## src/hdl/tcw_ram.sv

```systemverilog
// ----------------------------------------------------------------------------
// tcw_ram
// Generic single-clock RAM, one write and one registered read port.
// ----------------------------------------------------------------------------
module tcw_ram #(
   parameter int WIDTH = 16,
   parameter int DEPTH = 256
) (
   input  logic                     clock,
   input  logic                     wr_en,
   input  logic [$clog2(DEPTH)-1:0] wr_addr,
   input  logic [WIDTH-1:0]         wr_data,
   input  logic                     rd_en,
   input  logic [$clog2(DEPTH)-1:0] rd_addr,
   output logic [WIDTH-1:0]         rd_data
);
   logic [WIDTH-1:0] mem_ff [DEPTH];
   logic [WIDTH-1:0] rd_data_ff;

   always_ff @(posedge clock) begin
      if (wr_en) begin
         mem_ff[wr_addr] <= wr_data;
      end
      if (rd_en) begin
         rd_data_ff <= mem_ff[rd_addr];
      end
   end

   assign rd_data = rd_data_ff;
endmodule

```

## config.mk

```make
export PLATFORM = sky130hd
export DESIGN_NAME = tcw_ram
export DESIGN_NICKNAME = d
export VERILOG_FILES = /design/src/hdl/tcw_ram.sv
export SDC_FILE = /design/constraint.sdc
export NUM_CORES = 2
export LEC_CHECK = 0
export BUFFER_PORTS_ARGS = -buffer_cell sky130_fd_sc_hd__buf_2
export CORE_MARGIN = 10
export CORE_UTILIZATION = 45
export DETAILED_ROUTE_END_ITERATION = 10
export MAX_ROUTING_LAYER = met4
export PLACE_DENSITY_LB_ADDON = 0.3
export SLEW_MARGIN = 15
export SYNTH_ARGS = -nofsm -noshare
export SYNTH_HDL_FRONTEND = slang
export SYNTH_SLANG_ARGS = --single-unit
```

## constraint.sdc

```tcl
create_clock -name clock -period 3.2 [get_ports clock]
set_clock_uncertainty 0.1 [all_clocks]
set_input_delay 0.48 -clock clock [delete_from_list [all_inputs] [get_ports clock]]
set_output_delay 0.48 -clock clock [all_outputs]
set_load 0.02 [all_outputs]
```

==> flow_summary.json <==
{
  "synth_edf_count": 4112,
  "antenna_found_initial": 25,
  "yosysSeqAreaShare": 0.777,
  "synth_area_leaders": "edfxtp_1 (78%), mux4_2 (11%), mux2i_1 (3.6%)",
  "synth_cell_types": 51,
  "grt_max_degree": 112,
  "synthArstFlopShare": 0,
  "clock_latency_ps": 980,
  "totalNegativeSetupSlack_ps": 0,
  "status": "complete, no violations",
  "finalWirelength_mm": 425,
  "maxCapViolations": 0,
  "crit_type": "in -> reg",
  "path_clk_slew_ps": 60,
  "viasPerCell": 6.03,
  "grt_pass1_vias": 80900,
  "yosysWarningCount": 0,
  "area.growth.synth_to_final_pct": 16.6,
  "pin_count": 51,
  "hold_path_class": "in -> reg",
  "ys_seq_elements": 4112,
  "max_slew_margin": 0.199,
  "syn_area_mm2": 0.159,
  "root_buffer": "clkbuf_16",
  "max_clock_freq_mhz": 322,
  "rsz0062_at_grt": "no",
  "die_h_um": 614,
  "p_per_area_mw_per_mm2": 611,
  "finalSetupViolCount": 0,
  "cts.path.max_buffers": 4,
  "fin_hold_ws_ps": 214,
  "gp_congestion": 0.863,
  "cts_tree": "built",
  "layout_common_cells": "edfxtp_1 (4112), mux4_2 (797), buf_4 (753)",
  "worst-path-max-fanout": 29,
  "cts_sinks": 4112,
  "final_common_cell": "edfxtp_1",
  "start_util": 0.451,
  "drive_gt1_frac": 0.291,
  "wl_per_cell_um": 31.8,
  "portBuffers": 50,
  "via_count": 80800,
  "final_nets": 8343,
  "hpwlAfterDp_mm": 264,
  "core_area_mm2": 0.352,
  "row_count": 218,
  "grt_remaining_overflow": 0,
  "remaining_drc_errors": 0,
  "dieWidth_um": 614,
  "synth_nets": 7395,
  "hold_viol": 0,
  "cts_buffers": 413,
  "synth_top_area_cell": "edfxtp_1",
  "drv_slew": 0,
  "dr.pass1.iters": 6,
  "cts_max_level": 5,
  "grt_pass1_wl_mm": 609,
  "die_area_mm2": 0.377,
  "fin_util": 0.526,
  "end_kind": "flop",
  "grt_util_all_layers": 0.226,
  "crit_arrival_ps": 3730,
  "drtIter0Drc": 9836,
  "syn_inst": 7360,
  "max_slew.worst_pin.slew_ps": 1200,
  "ys.flop_type": "edfxtp_1",
  "start_kind": "input port",
  "timing.final.crit_share": 0.971,
  "ant_nets": 0,
  "synth_top_area_frac": 0.777,
  "ir_worst_vdd_uv": 441,
  "min_period_ps": 3110,
  "p_leak_nw": 59.7,
  "required_ps": 3820,
  "syn_avg_cell_area_um2": 21.6
}
==> area by class of cell <==
type | instances | area, µm²
Fill cell | 26900 | 167000
Sequential cell | 4112 | 123000
Multi-Input combinational cell | 2792 | 33000
Clock buffer | 510 | 10800
Timing Repair Buffer | 985 | 9590
Tap cell | 4730 | 5920
Clock inverter | 249 | 2430
Antenna cell | 17 | 42.5
Inverter | 4 | 27.5
==> synthesized netlist by cell type, drive strengths merged, types with 32 or more instances <==
cell / n
mux2: 88
a21oi: 175
nor3: 92
a22oi: 43
nand3: 35
o221ai: 253
buf: 222
mux2i: 565
o22ai: 148
edfxtp: 4112
clkbuf: 230
mux4: 797
a22o: 32
nand2: 38
o21ai: 38
nor2: 304
==> state kept, by name (all words and copies together) (netlist names) <==
name	count
mem_ff	4096
rd_data	16
==> critical path, cell delays in order <==
cell and delay, ps:
buf_12 170, buf_12 230, buf_12 230, buf_12 270, buf_4 220, mux4_2 540
o22ai_1 180, nor3_1 70, buf_4 160, nor4_1 790, buf_4 260, nor4_2 50
==> logic make-up after synthesis <==
family,synth area share
buffers and inverters,0.0169
AOI/OAI and AO/OA,0.0353
and+or+nand+nor,0.0157
muxes,0.155
DFF,0.777
==> power by group <==
part / total, mW / switching (mW) / internal (mW)
clock: 47.5 / 20.4 / 27.1
combinational: 6.24 / 3.86 / 2.39
sequential: 59.5 / 0.0764 / 59.4
==> layer usage <==
layer	vias to the layer above	GRT usage	wire, µm
met5	-	-	0
met4	0	0.0683	14600
met3	666	0.0438	38200
met2	3990	0.356	206000
met1	42900	0.303	167000
li1	33300	-	-
==> stage by stage <==
step | instance area (µm²) | total power, mW | setup WS [ps] | cells
after global routing | 185000 | 116 | 3.42 | 13400
after global placement | 172000 | 66.7 | -1080 | 12600
after CTS | 185000 | 114 | 94.2 | 13400
after detailed placement | 172000 | 66.8 | -948 | 12600
final | 185000 | 113 | 91.5 | 13400
after floorplan | 159000 | 63.5 | 371 | 7360
==> final timing paths <==
kind                                     start              to  slack [ps]  depth (start not counted)
worst max-delay path                rd_addr[0]      rd_data[4]          90                         12
worst min-delay path                wr_addr[1]  mem_ff[195][1]         210                          4
worst max register to register   mem_ff[55][6]      rd_data[6]         170                          6
worst min register to register  mem_ff[232][0]      rd_data[0]        1130                          6
==> what timing repair did <==
action	4_1_cts	5_1_grt
setup endpoints to repair	0	2
hold buffers	17	0
setup buffers	0	0
resized for setup	0	2
endpoints found under the hold margin	574	0
Power figures use the tool's default switching activity.
