File: src/hdl/tcw_pkg.sv
// ----------------------------------------------------------------------------
// tcw_pkg
// Shared widths, character codes, register indexes and defaults for the
// text console character writer.
// ----------------------------------------------------------------------------
package tcw_pkg;

   localparam int TCW_COLUMNS  = 80;
   localparam int TCW_ROWS     = 25;

   localparam int CHAR_W       = 8;
   localparam int COLOR_W      = 8;
   localparam int CELL_W       = 16;
   localparam int COL_FIELD_W  = 7;
   localparam int ROW_FIELD_W  = 5;
   localparam int CADDR_W      = 11;
   localparam int CSR_IDX_W    = 1;
   localparam int CSR_DATA_W   = 8;

   localparam logic OP_PUT  = 1'b0;
   localparam logic OP_READ = 1'b1;

   localparam logic [CHAR_W-1:0] CH_BACK    = 8'd8;
   localparam logic [CHAR_W-1:0] CH_NEWLINE = 8'd10;
   localparam logic [CHAR_W-1:0] CH_RETURN  = 8'd13;
   localparam logic [CHAR_W-1:0] CH_SPACE   = 8'd32;
   localparam logic [CHAR_W-1:0] CH_DEL     = 8'd127;

   localparam logic [CELL_W-1:0]  BLANK_RESET = 16'h0720;
   localparam logic [COLOR_W-1:0] COLOR_RESET = 8'd7;

   localparam logic [CSR_IDX_W-1:0] REG_TEXT_COLOR = 1'd0;
   localparam logic [CSR_IDX_W-1:0] REG_CURSOR_EN  = 1'd1;

endpackage

File: src/hdl/tcw_addr_unit.sv
// ----------------------------------------------------------------------------
// tcw_addr_unit
// Maps a visible row and column to a screen store address through the
// ring row offset.
// ----------------------------------------------------------------------------
module tcw_addr_unit
   import tcw_pkg::*;
#(
   parameter int COLUMNS = TCW_COLUMNS,
   parameter int ROWS    = TCW_ROWS
) (
   input  logic [$clog2(ROWS)-1:0]                  top_row,
   input  logic [$clog2(ROWS)-1:0]                  vis_row,
   input  logic [$clog2(COLUMNS)-1:0]               col,
   output logic [$clog2(ROWS)+$clog2(COLUMNS)-1:0]  addr
);
   localparam int ROW_W = $clog2(ROWS);
   localparam logic [ROW_W:0] ROWS_LIM = (ROW_W+1)'(ROWS);

   logic [ROW_W:0]   sum;
   logic [ROW_W:0]   ring;

   assign sum  = {1'b0, top_row} + {1'b0, vis_row};
   assign ring = (sum >= ROWS_LIM) ? sum - ROWS_LIM : sum;
   assign addr = {ring[ROW_W-1:0], col};
endmodule
File: config.mk
export PLATFORM = sky130hd
export DESIGN_NAME = tcw_addr_unit
export DESIGN_NICKNAME = d
export VERILOG_FILES = /design/src/hdl/tcw_pkg.sv /design/src/hdl/tcw_addr_unit.sv
export SDC_FILE = /design/constraint.sdc
export NUM_CORES = 1
export LEC_CHECK = 0
export BUFFER_PORTS_ARGS = -buffer_cell sky130_fd_sc_hd__buf_2
export CORE_AREA = 2 2 39 41
export DETAILED_ROUTE_END_ITERATION = 7
export DIE_AREA = 0 0 41 43
export PLACE_DENSITY = 0.69
export SYNTH_ARGS = -nofsm -noshare
export SYNTH_HDL_FRONTEND = slang
export SYNTH_SLANG_ARGS = --single-unit
File: constraint.sdc
create_clock -name vclk -period 4.4
set_clock_uncertainty 0.15 [all_clocks]
set_input_delay 0.88 -clock vclk [all_inputs]
set_output_delay 0.88 -clock vclk [all_outputs]
set_load 0.02 [all_outputs]
==> summary.md, run 1 <==
| Metric | Value |
|---|---|
| Routed Antenna Nets | `0` |
| Vias in the first global route | `~330` |
| Slew Limit Fails | `0` |
| Row count | `14` |
| Critical Path Fanout Max | `4` |
| Hold Slack | `1.61 ns` |
| Total grt overflow | `0` |
| Max Fclk | `258 MHz` |
| Syn Nets | `74` |
| Storage cell area | `0 um^2` |
| Io pins | `29` |
| Setup Crit Path Kind | `input pin to primary output` |
| Worst Min Path Start | `col[1]` |
| Mapped Area | `approximately 390 um^2` |
| Dpl cells | `73` |
| Post-Route WL | `637 um` |
| Initial Util | `around 28%` |
| Final instance area | `433 um^2` |
| PortBufs | `15` |
| DR WL/cell | `8.73 um` |
| Core area | `approximately 1400 um^2` |
| Hold Violations, Final | `0` |
| Number of setup violations in the final report | `0` |
| Min-Delay Path Class | `input pin to primary output` |
| Max-Cap Viols | `0` |
| Worst slew pin tran | `0.346 ns` |
| Commonest non-fill, non-tap cell in the layout | `buf_2` |
| Layout clock buffers | `0` |
| Die width | `~40 um` |
| Post-synthesis simple-gate area fraction | `between 15 and 20%` |
| Static power due to leakage | `0.220 nW` |
| First-pass GRT wire length | `~1100 um` |
| Tot GR Track Use | `8.12%` |
| Period minus WS final | `3.88 ns` |
| Main combinational cell family by area after synthesis | `adder cells` |
| Chip Height | `~43 um` |
| Layout area overhead | `10.9%` |
| Finished Layout Cells | `73` |
| Post_cts resized | `0` |
| Pin count of the biggest net entering global routing | `5` |
| Final sequential cell count | `0` |
| Commonest cells after routing, fill and taps aside | `buf_2 (15), ha_1 (7), inv_1 (5)` |
| Compound-cell area share of the yosys netlist | `23.4%` |
| Worst Setup SP | `top_row[0]` |
| Critical path startpoint category | `input pin` |
| Register area share after synthesis | `0%` |
| Power density cells | `227 nW/um^2` |
| Syn Inst Count | `slightly below 50` |
| RSZ-0062 raised after global routing | `false` |
| Peak supply drop | `48.2 uV` |
| Crit path arrival time | `2.85 ns` |
| Mux contribution to synthesized area | `2.56%` |
| DR DRC count | `0` |
| Die ar. | `around 1800 um^2` |
| Yosys warnings | `0` |
| Gpl congestion | `0.751` |
| Nets@finish | `84` |
| Hold buffers post-CTS | `0` |
| Syn Area/Cell | `7.97 um^2` |
| TNS Setup | `0 ns` |
| Initial DRT Pass Iterations | `3` |
| Synth Area in Adders | `between 20 and 30%` |
| CP required | `roughly 3.4 ns` |
| Post-Place Cell Area | `433 um^2` |
| Setup crit end kind | `primary output` |
| Routed via count | `333` |
| 1st-iter DRT viols | `2` |
| Via/cell ratio | `roughly 4.6` |
| Max_slew headroom | `about three quarters` |
| Ant diodes | `0` |
| Postcts setup bufs | `0` |
| DP Wirelength | `596 um` |
| Tcrit/Tclk final | `between 80% and 90%` |
| Ratio of cells with drive above 1 in the final layout | `35.1%` |
| Netlist cell types | `19` |
| Initial antenna violation count | `0` |
| Outcome | `complete, no violations` |
| Post-Synth XOR/XNOR Area | `between 10% and 20%` |
report_power, final:
group / internal, mW / total, mW / switching (mW)
clock: 0 / 0 / 0
combinational: 0.0416 / 0.0981 / 0.0565
sequential: 0 / 0 / 0
total: 0.0416 / 0.0981 / 0.0565
Yosys cell counts, types with 2 or more instances:
| master | instances | area [um^2] |
|---|---|---|
| a21o_1 | 2 | 15.0 |
| a21oi_1 | 2 | 10.0 |
| a21oi_2 | 2 | 17.5 |
| buf_4 | 7 | 52.6 |
| ha_1 | 7 | 87.6 |
| inv_1 | 5 | 18.8 |
| nand2b_1 | 3 | 18.8 |
| nor2_1 | 4 | 15.0 |
| o21ai_0 | 4 | 20.0 |
| xnor2_1 | 4 | 35.0 |
critical path, stage by stage:
cell and delay, ns:
buf_2 0.08, ha_1 0.16, inv_1 0.06, fa_1 0.54, ha_1 0.18, nand2b_1 0.08, or2_4 0.25, a31oi_4 0.19
nand2b_1 0.14, xnor2_1 0.11, buf_2 0.17
logic make-up (layout without fill, tap and decap cells):
kind of cell	after synthesis	count (layout)
adders and majority gates	8	8
xor gates and xnor gates	5	5
AOI/OAI and AO/OA	12	12
buffers and inverters	12	20
muxes	1	1
and+or+nand+nor	11	11
layout make-up:
type | count | area, um^2
fill | 153 | 951
inverter | 5 | 18.8
tap | 16 | 20.0
multi-input combinational | 37 | 319
timing repair buffer | 15 | 75.1
stage by stage:
| step | power (mW) | setup slack [ns] | utilization [%] |
|---|---|---|---|
| finish | 0.0981 | 0.520 | 31.3 |
| global route | 0.109 | 0.374 | 31.3 |
| CTS | 0.100 | 0.497 | 31.3 |
| global placement | 0.0979 | 0.539 | 31.3 |
| floorplan | 0.0840 | 0.673 | - |
| detailed placement | 0.0996 | 0.507 | 31.3 |
per-layer routing:
metal	up-vias	wire, um	share of wire (%)	track usage (%)
met2	9	341	54	16.3
met3	0	44	6.9	0
met1	151	251	39	8.95
met4	0	0	0	0.667
met5	-	0	0	0
li1	173	-	-	-
final timing paths:
check	endpoint	slack, ns	cells past startpoint
hold / removal	addr[1]	1.61	0
setup / recovery	addr[9]	0.52	11
(Power assumes the default switching activity.)
==> run 2, diff against run 1 <==
--- a/config.mk
+++ b/config.mk
@@ -9,7 +9,6 @@
 export CORE_AREA = 2 2 39 41
 export DETAILED_ROUTE_END_ITERATION = 7
 export DIE_AREA = 0 0 41 43
-export PLACE_DENSITY = 0.69
 export SYNTH_ARGS = -nofsm -noshare
 export SYNTH_HDL_FRONTEND = slang
 export SYNTH_SLANG_ARGS = --single-unit
==> run 2 against run 1 <==
Worst setup slack better by 0.018 ns. Via count is 4.8% lower. Utilization stayed put. Total power is 0.37% lower. Combinational power is 0.4% lower. Die area stayed put. Sequential share of layout area stayed put. Largest cell class unchanged. Highest routed layer unchanged.
==> summary.md, run 2 (same netlist as run 1, synthesis figures left out) <==
| Metric | Value |
|---|---|
| PortBufs | `15 (unchanged)` |
| DR DRC count | `0 (unchanged)` |
| Slew Limit Fails | `0 (unchanged)` |
| Max_slew headroom | `75.9% (-0.84 points)` |
| DP Wirelength | `578 um (-3.2%)` |
| Vias in the first global route | `249 (-24%)` |
| Outcome | `complete, no violations` |
| Period minus WS final | `3.86 ns (-0.0181 ns)` |
| Critical path's top delay family | `adder cells` |
| Nets@finish | `84 (unchanged)` |
| CP required | `3.37 ns (about the same)` |
| Commonest non-fill, non-tap cell in the layout | `buf_2` |
| Power share of the clock group | `0% (unchanged)` |
| Layout clock buffers | `0 (unchanged)` |
| Chip Height | `43 um (unchanged)` |
| TNS Setup | `0 ns (unchanged)` |
| Setup Crit Path Kind | `input pin to primary output` |
| Critical path, cell by cell | `buf_2, ha_1, inv_1, fa_1, ha_1, nand2b_1, or2_4, a31oi_4, nand2b_1, xnor2_1, buf_2` |
| Row count | `14 (unchanged)` |
| Postcts setup bufs | `0 (unchanged)` |
| Sw Ratio | `57.4% (-0.20 points)` |
| Die ar. | `1760 um^2 (unchanged)` |
| Via/cell ratio | `4.34 (-4.8%)` |
| Critical Path Fanout Max | `4 (unchanged)` |
| Switch Pwr | `0.0560 mW (-0.72%)` |
| Initial Util | `28.2% (unchanged)` |
| Int Power | `0.0417 mW (+0.10%)` |
| Post-layout util | `31.3% (unchanged)` |
| Total grt overflow | `0 (unchanged)` |
| Critical path startpoint category | `input pin` |
| 1st-iter DRT viols | `0 (-2)` |
| Dpl cells | `73 (unchanged)` |
| Static power due to leakage | `0.220 nW (unchanged)` |
| Initial antenna violation count | `0 (unchanged)` |
| Hold buffers post-CTS | `0 (unchanged)` |
| Met3 usage | `0% (unchanged)` |
| Layout area overhead | `10.9% (unchanged)` |
| RSZ-0062 raised after global routing | `false` |
| Ratio of cells with drive above 1 in the final layout | `35.1% (unchanged)` |
| Storage cell area | `0 um^2 (unchanged)` |
| Combinational share of power | `100.0% (about the same)` |
| Initial DRT Pass Iterations | `1 (-2)` |
| Routed via count | `317 (-4.8%)` |
| GR Layer Usage met2 | `11.9% (-4.4 points)` |
| First-pass GRT wire length | `938 um (-14%)` |
| Tot GR Track Use | `7.02% (-1.1 points)` |
| Met1 usage | `10.3% (+1.3 points)` |
| Pin count of the biggest net entering global routing | `5 (unchanged)` |
| Gpl congestion | `0.754 (+0.40%)` |
| Final sequential cell count | `0 (unchanged)` |
| Tcrit/Tclk final | `87.8% (-0.41 points)` |
| Io pins | `29 (unchanged)` |
| Post_cts resized | `0 (unchanged)` |
| Crit path arrival time | `2.83 ns (-0.02 ns)` |
| Seq pwr share | `0% (unchanged)` |
| Slowest stage cell, crit path | `fa_1` |
| Die width | `41 um (unchanged)` |
| Core area | `1380 um^2 (unchanged)` |
| Min-Delay Path Class | `input pin to primary output` |
| Commonest cells after routing, fill and taps aside | `buf_2 (15), ha_1 (7), inv_1 (5)` |
| Number of setup violations in the final report | `0 (unchanged)` |
| Crit path largest cell delay | `0.54 ns (about the same)` |
| DR WL/cell | `8.27 um (-5.2%)` |
| Ant diodes | `0 (unchanged)` |
| Routed Antenna Nets | `0 (unchanged)` |
| Post-Route WL | `604 um (-5.2%)` |
| Power density cells | `226 nW/um^2 (-0.37%)` |
| Buf/Inv on CP | `3 (unchanged)` |
| Hold Violations, Final | `0 (unchanged)` |
| Peak supply drop | `57.8 uV (+20%)` |
| Max Fclk | `259 MHz (+0.47%)` |
| Worst slew pin tran | `0.359 ns (+0.0137 ns)` |
| # fillers | `168 (+9.8%)` |
| Finished Layout Cells | `73 (unchanged)` |
| Setup crit end kind | `primary output` |
| Max-Cap Viols | `0 (unchanged)` |
| Most used routing layer | `met2` |
run 2: path summary, 6_finish.rpt:
check,start,to,cells past startpoint
worst min-delay path,col[1],addr[1],0
worst max-delay path,top_row[0],addr[9],11
run 2: layer usage:
layer	up-vias	routed length (um)	share of wire [%]
met5	-	0	0
met4	0	0	0
met3	0	52	8.6
met2	8	291	48
met1	136	260	43
li1	173	-	-
run 2: metrics by stage:
step	total power [mW]	setup slack, ns	area (um^2)	hold slack (ns)
3_5_place_dp	0.0995	0.519	433	1.61
5_1_grt	0.109	0.377	433	1.61
6_report	0.0977	0.538	433	1.61
2_1_floorplan	0.0840	0.673	390	1.72
4_1_cts	0.0998	0.511	433	1.61
3_3_place_gp	0.0983	0.523	433	1.61
run 2: layout make-up:
class                           instances  area (um^2)  share of cell area, %
Multi-Input combinational cell         37          319                   73.7
Timing Repair Buffer                   15         75.1                   17.3
Tap cell                               16         20.0                   4.62
Inverter                                5         18.8                   4.34
run 2: power groups by stage:
stage | registers (mW) | clock network [mW] | logic (mW)
after floorplan | 0 | 0 | 0.0840
after global placement | 0 | 0 | 0.0983
after detailed placement | 0 | 0 | 0.0995
after CTS | 0 | 0 | 0.0998
after global routing | 0 | 0 | 0.109
final | 0 | 0 | 0.0977
==> run 3, diff against run 2 <==
==> constraint.sdc (replaced) <==
create_clock -name vclk -period 4.4
set_clock_uncertainty 0.15 [all_clocks]
set_input_delay 0.22 -clock vclk [all_inputs]
set_output_delay 0.22 -clock vclk [all_outputs]
set_load 0.02 [all_outputs]
==> run 3 against run 2 <==
Critical path depth stayed put. Final cell count stayed put. Global-route usage is 0.093 points higher. Total power is 0.48% higher. Die area stayed put. Maximum frequency is 51% higher. Sequential cell count stayed put. First-iteration DRC count is 3 higher. Critical endpoint unchanged. Largest cell class unchanged. Highest routed layer unchanged.
==> summary.md, run 3 (same netlist as run 1, synthesis figures left out) <==
| Metric | Value |
|---|---|
| Final sequential cell count | `0 (unchanged)` |
| Dpl cells | `73 (unchanged)` |
| Hold Violations, Final | `0 (unchanged)` |
| Crit path largest cell delay | `0.54 ns (about the same)` |
| Core area | `1380 um^2 (unchanged)` |
| Outcome | `complete, no violations` |
| Peak supply drop | `44.5 uV (-23%)` |
| DR DRC count | `0 (unchanged)` |
| 1st-iter DRT viols | `3 (+3)` |
| TNS Setup | `0 ns (unchanged)` |
| Gpl congestion | `0.729 (-3.3%)` |
| Critical Path Fanout Max | `4 (unchanged)` |
| Io pins | `29 (unchanged)` |
| Total power | `0.0982 mW (+0.48%)` |
| Routed via count | `309 (-2.5%)` |
| Slew Limit Fails | `0 (unchanged)` |
| First-pass GRT wire length | `966 um (+3.0%)` |
| DP Wirelength | `579 um (+0.16%)` |
| Via/cell ratio | `4.23 (-2.5%)` |
| Layout area overhead | `10.9% (unchanged)` |
| Initial antenna violation count | `0 (unchanged)` |
| Initial Util | `28.2% (unchanged)` |
| Power share of the clock group | `0% (unchanged)` |
| Initial DRT Pass Iterations | `3 (+2)` |
| Hold Slack | `0.290 ns (-1.32 ns)` |
| Number of setup violations in the final report | `0 (unchanged)` |
| Crit path arrival time | `2.18 ns (-0.65 ns)` |
| Combinational share of power | `100.0% (about the same)` |
| Tcrit/Tclk final | `58.0% (-30 points)` |
| Post-layout util | `31.3% (unchanged)` |
| Routed Antenna Nets | `0 (unchanged)` |
| Static power due to leakage | `0.220 nW (unchanged)` |
| Max Fclk | `392 MHz (+51%)` |
| Slowest stage cell, crit path | `fa_1` |
| Max_slew headroom | `73.6% (-2.3 points)` |
| Hold buffers post-CTS | `0 (unchanged)` |
| Nets@finish | `84 (unchanged)` |
| Int Power | `0.0417 mW (+0.11%)` |
| Commonest non-fill, non-tap cell in the layout | `buf_2` |
| Sw Ratio | `57.5% (+0.16 points)` |
| Tot GR Track Use | `7.11% (+0.093 points)` |
| Layout clock buffers | `0 (unchanged)` |
| Ratio of cells with drive above 1 in the final layout | `35.1% (unchanged)` |
| Setup Crit Path Kind | `input pin to primary output` |
| Critical path, cell by cell | `buf_2, ha_1, inv_1, fa_1, ha_1, nand2b_1, or2_4, a31oi_4, nand2b_1, xnor2_1, buf_2` |
| Die width | `41 um (unchanged)` |
| Seq pwr share | `0% (unchanged)` |
| CP required | `4.03 ns (+0.66 ns)` |
| Commonest cells after routing, fill and taps aside | `buf_2 (15), ha_1 (7), inv_1 (5)` |
| Post-Route WL | `623 um (+3.1%)` |
| Pin count of the biggest net entering global routing | `5 (unchanged)` |
| DR WL/cell | `8.53 um (+3.1%)` |
| Vias in the first global route | `275 (+10%)` |
| Max-Cap Viols | `0 (unchanged)` |
| Period minus WS final | `2.55 ns (-1.31 ns)` |
| Critical path startpoint category | `input pin` |
| Post_cts resized | `0 (unchanged)` |
| Switch Pwr | `0.0565 mW (+0.75%)` |
| Row count | `14 (unchanged)` |
| RSZ-0062 raised after global routing | `false` |
| Power density cells | `227 nW/um^2 (+0.48%)` |
| Worst slew pin tran | `0.392 ns (+0.0325 ns)` |
| Postcts setup bufs | `0 (unchanged)` |
| Min-Delay Path Class | `input pin to primary output` |
| Die ar. | `1760 um^2 (unchanged)` |
| Setup crit end kind | `primary output` |
| Chip Height | `43 um (unchanged)` |
| Ant diodes | `0 (unchanged)` |
| Storage cell area | `0 um^2 (unchanged)` |
| Total grt overflow | `0 (unchanged)` |
| PortBufs | `15 (unchanged)` |
| Finished Layout Cells | `73 (unchanged)` |
-- run 3: worst paths after layout --
path / cells past startpoint / end / startpoint
worst max-delay path: 11 / addr[9] / top_row[0]
worst min-delay path: 0 / addr[2] / col[2]
-- run 3: worst max-delay path, delay by kind of cell --
kind	cells	cell delay [ns]
compound gates	1	0.19
xor+xnor	1	0.11
buf+inv	3	0.31
simple gates	3	0.46
fa+ha+maj	3	0.89
-- run 3: stage by stage --
stage | instance area [um^2] | setup slack (ns)
global placement | 433 | 1.86
floorplan | 390 | 1.99
finish | 433 | 1.85
global route | 433 | 1.66
detailed placement | 433 | 1.83
CTS | 433 | 1.82
-- run 3: routing by layer --
layer / GRT usage, % / share of wire, % / vias to the layer above
met5: 0 / 0 / -
met4: 0 / 0 / 0
met3: 0 / 7.7 / 0
met2: 12.2 / 46 / 8
met1: 10.2 / 46 / 127
li1: - / - / 174
-- run 3: layout make-up --
cell class / count / area, um^2
fillers: 155 / 951
repair buffers: 15 / 75.1
inverters: 5 / 18.8
multi-input cells: 37 / 319
well taps: 16 / 20.0
-- run 3: power groups by stage --
| stage | clock [mW] | sequential [mW] | combinational, mW |
|---|---|---|---|
| final | 0 | 0 | 0.0982 |
| after global routing | 0 | 0 | 0.108 |
| after CTS | 0 | 0 | 0.100 |
| after detailed placement | 0 | 0 | 0.0998 |
| after global placement | 0 | 0 | 0.0987 |
| after floorplan | 0 | 0 | 0.0840 |
